### config.mk
export PLATFORM = sky130hd
export DESIGN_NAME = io_card_encoder_counter_device_top
export DESIGN_NICKNAME = d
export VERILOG_FILES = /design/src/rtl/ioc_pkg.sv /design/src/rtl/io_card_encoder_counter_device_top.sv /design/src/rtl/ioc_edge_bank.sv /design/src/rtl/ioc_core.sv
export SDC_FILE = /design/constraint.sdc
export NUM_CORES = 2
export LEC_CHECK = 0
export ABC_AREA = 0
export ABC_CLOCK_PERIOD_IN_PS = 14770
export BUFFER_PORTS_ARGS = -buffer_cell sky130_fd_sc_hd__clkbuf_2
export CELL_PAD_IN_SITES_DETAIL_PLACEMENT = 0
export CELL_PAD_IN_SITES_GLOBAL_PLACEMENT = 1
export CORE_ASPECT_RATIO = 1.2
export CORE_MARGIN = 10
export CORE_UTILIZATION = 55
export DETAILED_ROUTE_END_ITERATION = 10
export PLACE_DENSITY_LB_ADDON = 0.12
export SLEW_MARGIN = 20
export SYNTH_ARGS = -nofsm -noshare
export SYNTH_HDL_FRONTEND = slang
export SYNTH_HIERARCHICAL = 1
export SYNTH_SLANG_ARGS = --single-unit
export TNS_END_PERCENT = 50
### constraint.sdc
create_clock -name clk -period 14.77 [get_ports clk]
set_clock_uncertainty 0.2 [all_clocks]
set_input_delay 2.2155 -clock clk [delete_from_list [all_inputs] [get_ports clk]]
set_output_delay 2.2155 -clock clk [all_outputs]
set_load 0.005 [all_outputs]
### src/rtl/ioc_pkg.sv
// ----------------------------------------------------------------------------
// I/O card package
// Widths, function codes, limits and the request and result records.
// ----------------------------------------------------------------------------
package ioc_pkg;

	localparam int OUTPUT_CHANNELS = 32;

	localparam int WORD_W = 32;
	localparam int POS_W  = 12;
	localparam int CNT_W  = 16;
	localparam int FUNC_W = 3;
	localparam int SEL_W  = 2;
	localparam int BIT_W  = 5;
	localparam int EDGE_DEPTH = 32;

	localparam logic [POS_W-1:0] DIFF_LIMIT  = POS_W'(2000);
	localparam logic [CNT_W-1:0] COUNT_LIMIT = CNT_W'(16'h7fff);
	localparam logic [SEL_W-1:0] SEL_COUNTER0 = '0;

	localparam logic [FUNC_W-1:0] FUNC_WR_OUT  = 3'd0;
	localparam logic [FUNC_W-1:0] FUNC_SET_IN  = 3'd1;
	localparam logic [FUNC_W-1:0] FUNC_ENC_POS = 3'd2;
	localparam logic [FUNC_W-1:0] FUNC_WR_CNT  = 3'd3;
	localparam logic [FUNC_W-1:0] FUNC_RD_CNT  = 3'd4;
	localparam logic [FUNC_W-1:0] FUNC_RD_EDGE = 3'd5;
	localparam logic [FUNC_W-1:0] FUNC_RD_IN   = 3'd6;
	localparam logic [FUNC_W-1:0] FUNC_PULSE   = 3'd7;

	typedef struct packed {
		logic [FUNC_W-1:0] func;
		logic [WORD_W-1:0] data;
		logic [WORD_W-1:0] write_mask;
		logic [SEL_W-1:0]  counter_select;
		logic [BIT_W-1:0]  bit_index;
	} ioc_item_t;

	typedef struct packed {
		logic [WORD_W-1:0] read_data;
		logic [WORD_W-1:0] output_word;
		logic              irq_digital_input;
		logic              irq_encoder;
		logic              irq_pulse;
		logic              counter_ready;
	} ioc_result_t;

endpackage

### src/rtl/io_card_encoder_counter_device_top.sv
// ----------------------------------------------------------------------------
// I/O card with encoder down-counter
// Request/result wrapper: input register, combinational core, result register.
// ----------------------------------------------------------------------------
// Usage. Requests arrive on the in_valid/in_ready channel with func, data,
// write_mask, counter_select and bit_index; each request gives exactly one
// result on the out_valid/out_ready channel, in order.
// A request accepted into the input register is evaluated by the core there,
// and the result register captures the result once it is empty or being read.
// Throughput is one request per cycle while the receiver takes each result,
// set by the single pass through the core between the two registers.
// When the receiver stalls, the held result stays stable and one further
// request may still be accepted into the input register; after that,
// in_ready falls until the result is taken.
// The interrupt mask is written through cfg_write_en/cfg_write_data, to be
// done only while the block is idle.
// Reset clears every state register, all edge counters and the mask, and
// leaves both stages empty, so in_ready is high as soon as reset is released.
// ----------------------------------------------------------------------------
module io_card_encoder_counter_device_top (
	input  logic                       clk,
	input  logic                       arst_n,
	input  logic                       in_valid,
	output logic                       in_ready,
	input  logic [ioc_pkg::FUNC_W-1:0] func,
	input  logic [ioc_pkg::WORD_W-1:0] data,
	input  logic [ioc_pkg::WORD_W-1:0] write_mask,
	input  logic [ioc_pkg::SEL_W-1:0]  counter_select,
	input  logic [ioc_pkg::BIT_W-1:0]  bit_index,
	output logic                       out_valid,
	input  logic                       out_ready,
	output logic [ioc_pkg::WORD_W-1:0] read_data,
	output logic [ioc_pkg::WORD_W-1:0] output_word,
	output logic                       irq_digital_input,
	output logic                       irq_encoder,
	output logic                       irq_pulse,
	output logic                       counter_ready,
	input  logic                       cfg_write_en,
	input  logic [ioc_pkg::WORD_W-1:0] cfg_write_data
);
	import ioc_pkg::*;

	logic        valid_s1;
	ioc_item_t   item_s1;
	logic        out_valid_q;
	ioc_result_t res_q;
	ioc_result_t res_comb;
	logic        advance;
	logic        step;

	// The result register can take a new value when it is empty or being read.
	assign advance  = !out_valid_q || out_ready;
	assign step     = valid_s1 && advance;
	assign in_ready = !valid_s1 || advance;

	always_ff @(posedge clk or negedge arst_n) begin
		if (!arst_n) begin
			valid_s1 <= 1'b0;
		end else if (in_ready) begin
			valid_s1 <= in_valid;
		end
	end

	always_ff @(posedge clk) begin
		if (in_ready && in_valid) begin
			item_s1.func           <= func;
			item_s1.data           <= data;
			item_s1.write_mask     <= write_mask;
			item_s1.counter_select <= counter_select;
			item_s1.bit_index      <= bit_index;
		end
	end

	ioc_core u_core (
		.clk           (clk),
		.arst_n        (arst_n),
		.step          (step),
		.item          (item_s1),
		.cfg_write_en  (cfg_write_en),
		.cfg_write_data(cfg_write_data),
		.result        (res_comb)
	);

	always_ff @(posedge clk or negedge arst_n) begin
		if (!arst_n) begin
			out_valid_q <= 1'b0;
		end else if (advance) begin
			out_valid_q <= valid_s1;
		end
	end

	always_ff @(posedge clk) begin
		if (step) begin
			res_q <= res_comb;
		end
	end

	assign out_valid         = out_valid_q;
	assign read_data         = res_q.read_data;
	assign output_word       = res_q.output_word;
	assign irq_digital_input = res_q.irq_digital_input;
	assign irq_encoder       = res_q.irq_encoder;
	assign irq_pulse         = res_q.irq_pulse;
	assign counter_ready     = res_q.counter_ready;

endmodule

### src/rtl/ioc_edge_bank.sv
// ----------------------------------------------------------------------------
// I/O card edge counter bank
// One wrapping falling-edge counter per output channel, with a read port.
// ----------------------------------------------------------------------------
module ioc_edge_bank (
	input  logic                       clk,
	input  logic                       arst_n,
	input  logic [ioc_pkg::WORD_W-1:0] fell,
	input  logic [ioc_pkg::BIT_W-1:0]  rd_index,
	output logic [ioc_pkg::WORD_W-1:0] rd_count
);
	import ioc_pkg::*;

	logic [WORD_W-1:0] cnt_q [EDGE_DEPTH];

	// Channels beyond the configured count have no counter and read as zero.
	for (genvar i = 0; i < EDGE_DEPTH; i++) begin : g_cnt
		if (i < OUTPUT_CHANNELS) begin : g_live
			always_ff @(posedge clk or negedge arst_n) begin
				if (!arst_n) begin
					cnt_q[i] <= '0;
				end else if (fell[i]) begin
					cnt_q[i] <= cnt_q[i] + WORD_W'(1);
				end
			end
		end else begin : g_none
			assign cnt_q[i] = '0;
		end
	end

	assign rd_count = cnt_q[rd_index];

endmodule

### src/rtl/ioc_core.sv
// ----------------------------------------------------------------------------
// I/O card core
// Card state and the combinational evaluation of one request.
// ----------------------------------------------------------------------------
module ioc_core (
	input  logic                       clk,
	input  logic                       arst_n,
	input  logic                       step,
	input  ioc_pkg::ioc_item_t         item,
	input  logic                       cfg_write_en,
	input  logic [ioc_pkg::WORD_W-1:0] cfg_write_data,
	output ioc_pkg::ioc_result_t       result
);
	import ioc_pkg::*;

	logic [WORD_W-1:0] irq_mask_q;
	logic [WORD_W-1:0] out_bits_q, out_bits_nxt;
	logic [WORD_W-1:0] in_bits_q, in_bits_nxt;
	logic [CNT_W-1:0]  enc_cnt_q, enc_cnt_nxt;
	logic [POS_W-1:0]  last_pos_q, last_pos_nxt;
	logic              ready_q, ready_nxt;

	logic [WORD_W-1:0] fell;
	logic [WORD_W-1:0] edge_rd;
	logic [POS_W-1:0]  diff;
	logic [CNT_W-1:0]  sub_cnt;
	logic [WORD_W-1:0] rd;
	logic              irq_di, enc_hit, irq_pl, any_irq;

	ioc_edge_bank u_edge (
		.clk     (clk),
		.arst_n  (arst_n),
		.fell    (fell & {WORD_W{step}}),
		.rd_index(item.bit_index),
		.rd_count(edge_rd)
	);

	always_comb begin
		out_bits_nxt = out_bits_q;
		in_bits_nxt  = in_bits_q;
		enc_cnt_nxt  = enc_cnt_q;
		last_pos_nxt = last_pos_q;
		ready_nxt    = ready_q;
		fell         = '0;
		rd           = '0;
		irq_di       = 1'b0;
		enc_hit      = 1'b0;
		irq_pl       = 1'b0;
		// Forward difference wraps at the 12-bit position range.
		diff    = item.data[POS_W-1:0] - last_pos_q;
		sub_cnt = enc_cnt_q - CNT_W'(diff);
		case (item.func)
			FUNC_WR_OUT: begin
				out_bits_nxt = (item.data & item.write_mask) | (~item.write_mask & out_bits_q);
				fell         = out_bits_q & ~out_bits_nxt;
			end
			FUNC_SET_IN: begin
				irq_di      = (item.data & irq_mask_q) != (in_bits_q & irq_mask_q);
				in_bits_nxt = item.data;
			end
			FUNC_ENC_POS: begin
				if (diff < DIFF_LIMIT) begin
					enc_cnt_nxt = sub_cnt;
					if (sub_cnt > COUNT_LIMIT) begin
						ready_nxt = 1'b1;
						enc_hit   = 1'b1;
					end
				end
				last_pos_nxt = item.data[POS_W-1:0];
			end
			FUNC_WR_CNT: begin
				if (item.counter_select == SEL_COUNTER0) begin
					ready_nxt   = 1'b0;
					enc_cnt_nxt = item.data[CNT_W-1:0];
				end
			end
			FUNC_RD_CNT: begin
				if (item.counter_select == SEL_COUNTER0) begin
					rd = WORD_W'(enc_cnt_q);
				end
			end
			FUNC_RD_EDGE: begin
				rd = edge_rd;
			end
			FUNC_RD_IN: begin
				rd = in_bits_q;
			end
			FUNC_PULSE: begin
				irq_pl = 1'b1;
			end
			default: begin
				irq_pl = 1'b0;
			end
		endcase
		any_irq = irq_di | enc_hit | irq_pl;

		result.read_data         = rd;
		result.output_word       = out_bits_nxt;
		result.irq_digital_input = irq_di;
		// While the counter is ready, any interrupt also signals the encoder.
		result.irq_encoder       = enc_hit | (any_irq & ready_nxt);
		result.irq_pulse         = irq_pl;
		result.counter_ready     = ready_nxt;
	end

	always_ff @(posedge clk or negedge arst_n) begin
		if (!arst_n) begin
			irq_mask_q <= '0;
		end else if (cfg_write_en) begin
			irq_mask_q <= cfg_write_data;
		end
	end

	always_ff @(posedge clk or negedge arst_n) begin
		if (!arst_n) begin
			out_bits_q <= '0;
			in_bits_q  <= '0;
			enc_cnt_q  <= '0;
			last_pos_q <= '0;
			ready_q    <= 1'b0;
		end else if (step) begin
			out_bits_q <= out_bits_nxt;
			in_bits_q  <= in_bits_nxt;
			enc_cnt_q  <= enc_cnt_nxt;
			last_pos_q <= last_pos_nxt;
			ready_q    <= ready_nxt;
		end
	end

endmodule

==> impl_metrics.ini <==
[outcome]
outcome = finished, final reports clean

[clock_tree]
tritoncts = built
post-cts-setup-buffers = 0
cts.sinks = 1293
clock_path_buffers = 3
cts_hold_buf = 0
cts_resized = 0
worst_skew_pair.late_latency_ns = 0.78
cts_buffers = 139
clock-root-buffer = clkbuf_16
h-tree-depth = 4
clkSlewWorstSetupHoldPaths_ns = 0.06

[drt]
wl_um = 177000
wl_per_cell_um = 22.7
routed_via_density = 5.88
dr_total_vias = 45800
antenna_left = 0
dr.pass1.iters = 6
drc = 0
first_iter_violations = 3497

[floorplanning]
start_util_pct = 55.3
die_width_um = 334
die_h_um = 397
core_um2 = 118000
io_pins = 181
dieArea_um2 = 132000
num_rows = 138

[sta]
finalSetupTns_ns = 0
hold_viol = 0
rsz0062_at_grt = false
worst_pin_slew_ns = 1.09
drv_slew = 0
finalCritPeriodShare_pct = 40.3
fin_crit_ns = 5.96
final-setup-viol-count = 0
max_slew_margin_pct = 27.7
max_freq_mhz = 168

[layout]
drive_gt1_share_pct = 10.6
layout.nets = 6314
utilization_pct = 61.5
syn_to_final_growth_pct = 11.3

[critical_path]
critPathKind = flip-flop to flip-flop
worst-r2r-setup-slack_ns = 8.81
critPathCapture = read_data[30]
r2r_start = item_s1[1]
crit_path_end_kind = flip-flop
arrival_ns = 6.26
cp-start-kind = flip-flop
reg2reg_depth = 9
rr_endpoint = read_data[30]
required_ns = 15.08
cp_max_fo = 58
crit_path_start = item_s1[1]

[grt]
antenna_found_initial = 5
grt_usage_pct = 26.6
grt_max_degree = 168
grt_pass1_wl_um = 275000
grt-ovfl-total = 0
grt_pass1_vias = 45600

[synthesis]
seq_area_frac_synth_pct = 50.9
postSynth.asyncResetShare_pct = 89.0
syn_inst = 5948
synthDistinctLibCells = 74
yosys_register_bits = 1293
synth_flop_cell = dfrtp_1
synth_edf_count = 142
netlist_area_um2 = 65000
yosys_warnings = 6
avgSynthCellArea_um2 = 10.9
syn-num-nets = 6116

[worst_hold_path]
min_path_type = flip-flop to flip-flop

[placement]
dp_hpwl_um = 131000
portBuffers = 180
place_congestion = 0.912

[pwr]
ir_drop_uv = 123
p_leak_nw = 33.1
power.density_nw_per_um2 = 118

[flow_run]
max_cap_violations = 0
## metrics by stage
step	setup WS, ns	hold slack [ns]	instance area [um2]	instances	total power (W)
after global placement	8.46	0.257	67700	7545	0.00499
after global routing	8.62	0.275	72300	7794	0.00884
final	8.81	0.267	72300	7795	0.00851
after CTS	8.91	0.271	72300	7794	0.00858
after floorplan	7.41	0.241	65000	5948	0.00462
after detailed placement	8.45	0.262	67700	7545	0.00501
## worst min path at each step
stage	startpoint	end	slack [ns]	cells after the start
after floorplan	u_core/u_edge/cnt_q[255]	u_core/u_edge/cnt_q[255]	0.24	1
after global placement	u_core/u_edge/cnt_q[735]	u_core/u_edge/cnt_q[735]	0.26	1
after detailed placement	u_core/u_edge/cnt_q[767]	u_core/u_edge/cnt_q[767]	0.26	1
after CTS	u_core/u_edge/cnt_q[351]	u_core/u_edge/cnt_q[351]	0.27	1
after global routing	u_core/u_edge/cnt_q[351]	u_core/u_edge/cnt_q[351]	0.28	1
final	u_core/u_edge/cnt_q[351]	u_core/u_edge/cnt_q[351]	0.27	1
## cell usage in the layout, fill, tap and decap left out, types with 142 or more instances in the layout
cell	count
mux2_2	157
clkbuf_16	145
nor2_1	264
nand2_1	664
xor2_1	353
xnor2_1	688
mux2i_1	508
clkbuf_2	179
and3_1	144
edfxtp_1	142
dfrtp_1	1151
nand3_1	372
nand4_1	264
## routing by layer
metal  GRT usage [%]  share of wire (%)  vias up
met5               0              0.041        -
li1                -                  -    21500
met2            43.8                 48      974
met3            4.25                4.8      281
met1            35.4                 43    23000
met4            9.68                3.5       10
## power by group
part / switching, W / leakage (nW) / internal [W]
sequential: 0.000140 / 17.0 / 0.00377
combinational: 0.000623 / 13.8 / 0.000425
clock: 0.00145 / 2.26 / 0.00210
total: 0.00222 / 33.1 / 0.00629
## sequential cells by signal (all words and copies together) (netlist names)
register             count
u_core/irq_mask_q       32
output_word             32
u_core/in_bits_q        32
u_core/out_bits_q       32
out_valid                1
irq_pulse                1
u_core/last_pos_q       12
valid_s1                 1
counter_ready            1
item_s1                 74
u_core/enc_cnt_q        16
irq_encoder              1
read_data               32
u_core/ready_q           1
u_core/u_edge/cnt_q   1024
irq_digital_input        1
## critical path, stage by stage (launching register included)
cell	delay, ns
edfxtp_1	0.32
buf_4	0.73
buf_4	0.80
buf_4	0.88
buf_4	0.80
mux2i_1	0.32
nand2_1	0.09
a31oi_1	0.68
nand3_1	0.28
a22o_1	0.33
## cell usage after synthesis (116+ instances only)
cell	n	area (um2)
a21oi_1	119	596
and3_1	144	901
clkbuf_1	116	435
dfrtp_1	1151	28800
edfxtp_1	142	4260
mux2_2	157	1770
mux2i_1	508	5080
nand2_1	664	2490
nand3_1	372	1860
nand4_1	264	1650
nor2_1	266	998
nor3_1	131	656
xnor2_1	688	6030
xor2_1	353	3090
## layout make-up
type | count | area (um2)
antenna | 1 | 2.50
clock buffer | 206 | 4110
clock inverter | 43 | 522
fill | 9654 | 45300
inverter | 99 | 372
multi-input combinational | 4365 | 30800
sequential | 1293 | 33100
tap | 1540 | 1930
timing repair buffer | 248 | 1490
## cells by family (layout without fill, tap and decap cells)
family	count (synthesis)	in the layout	synth area share, %
XOR/XNOR	1041	1041	14.0
other	0	1	0
AO/OA/AOI/OAI	443	443	4.73
AND/OR/NAND/NOR	2154	2154	16.8
flip-flops	1293	1293	50.9
multiplexers	670	670	10.6
buffers and inverters	290	596	1.79
adder cells (fa/ha/maj)	57	57	1.12
No activity file was read; power rests on OpenSTA's default activity.
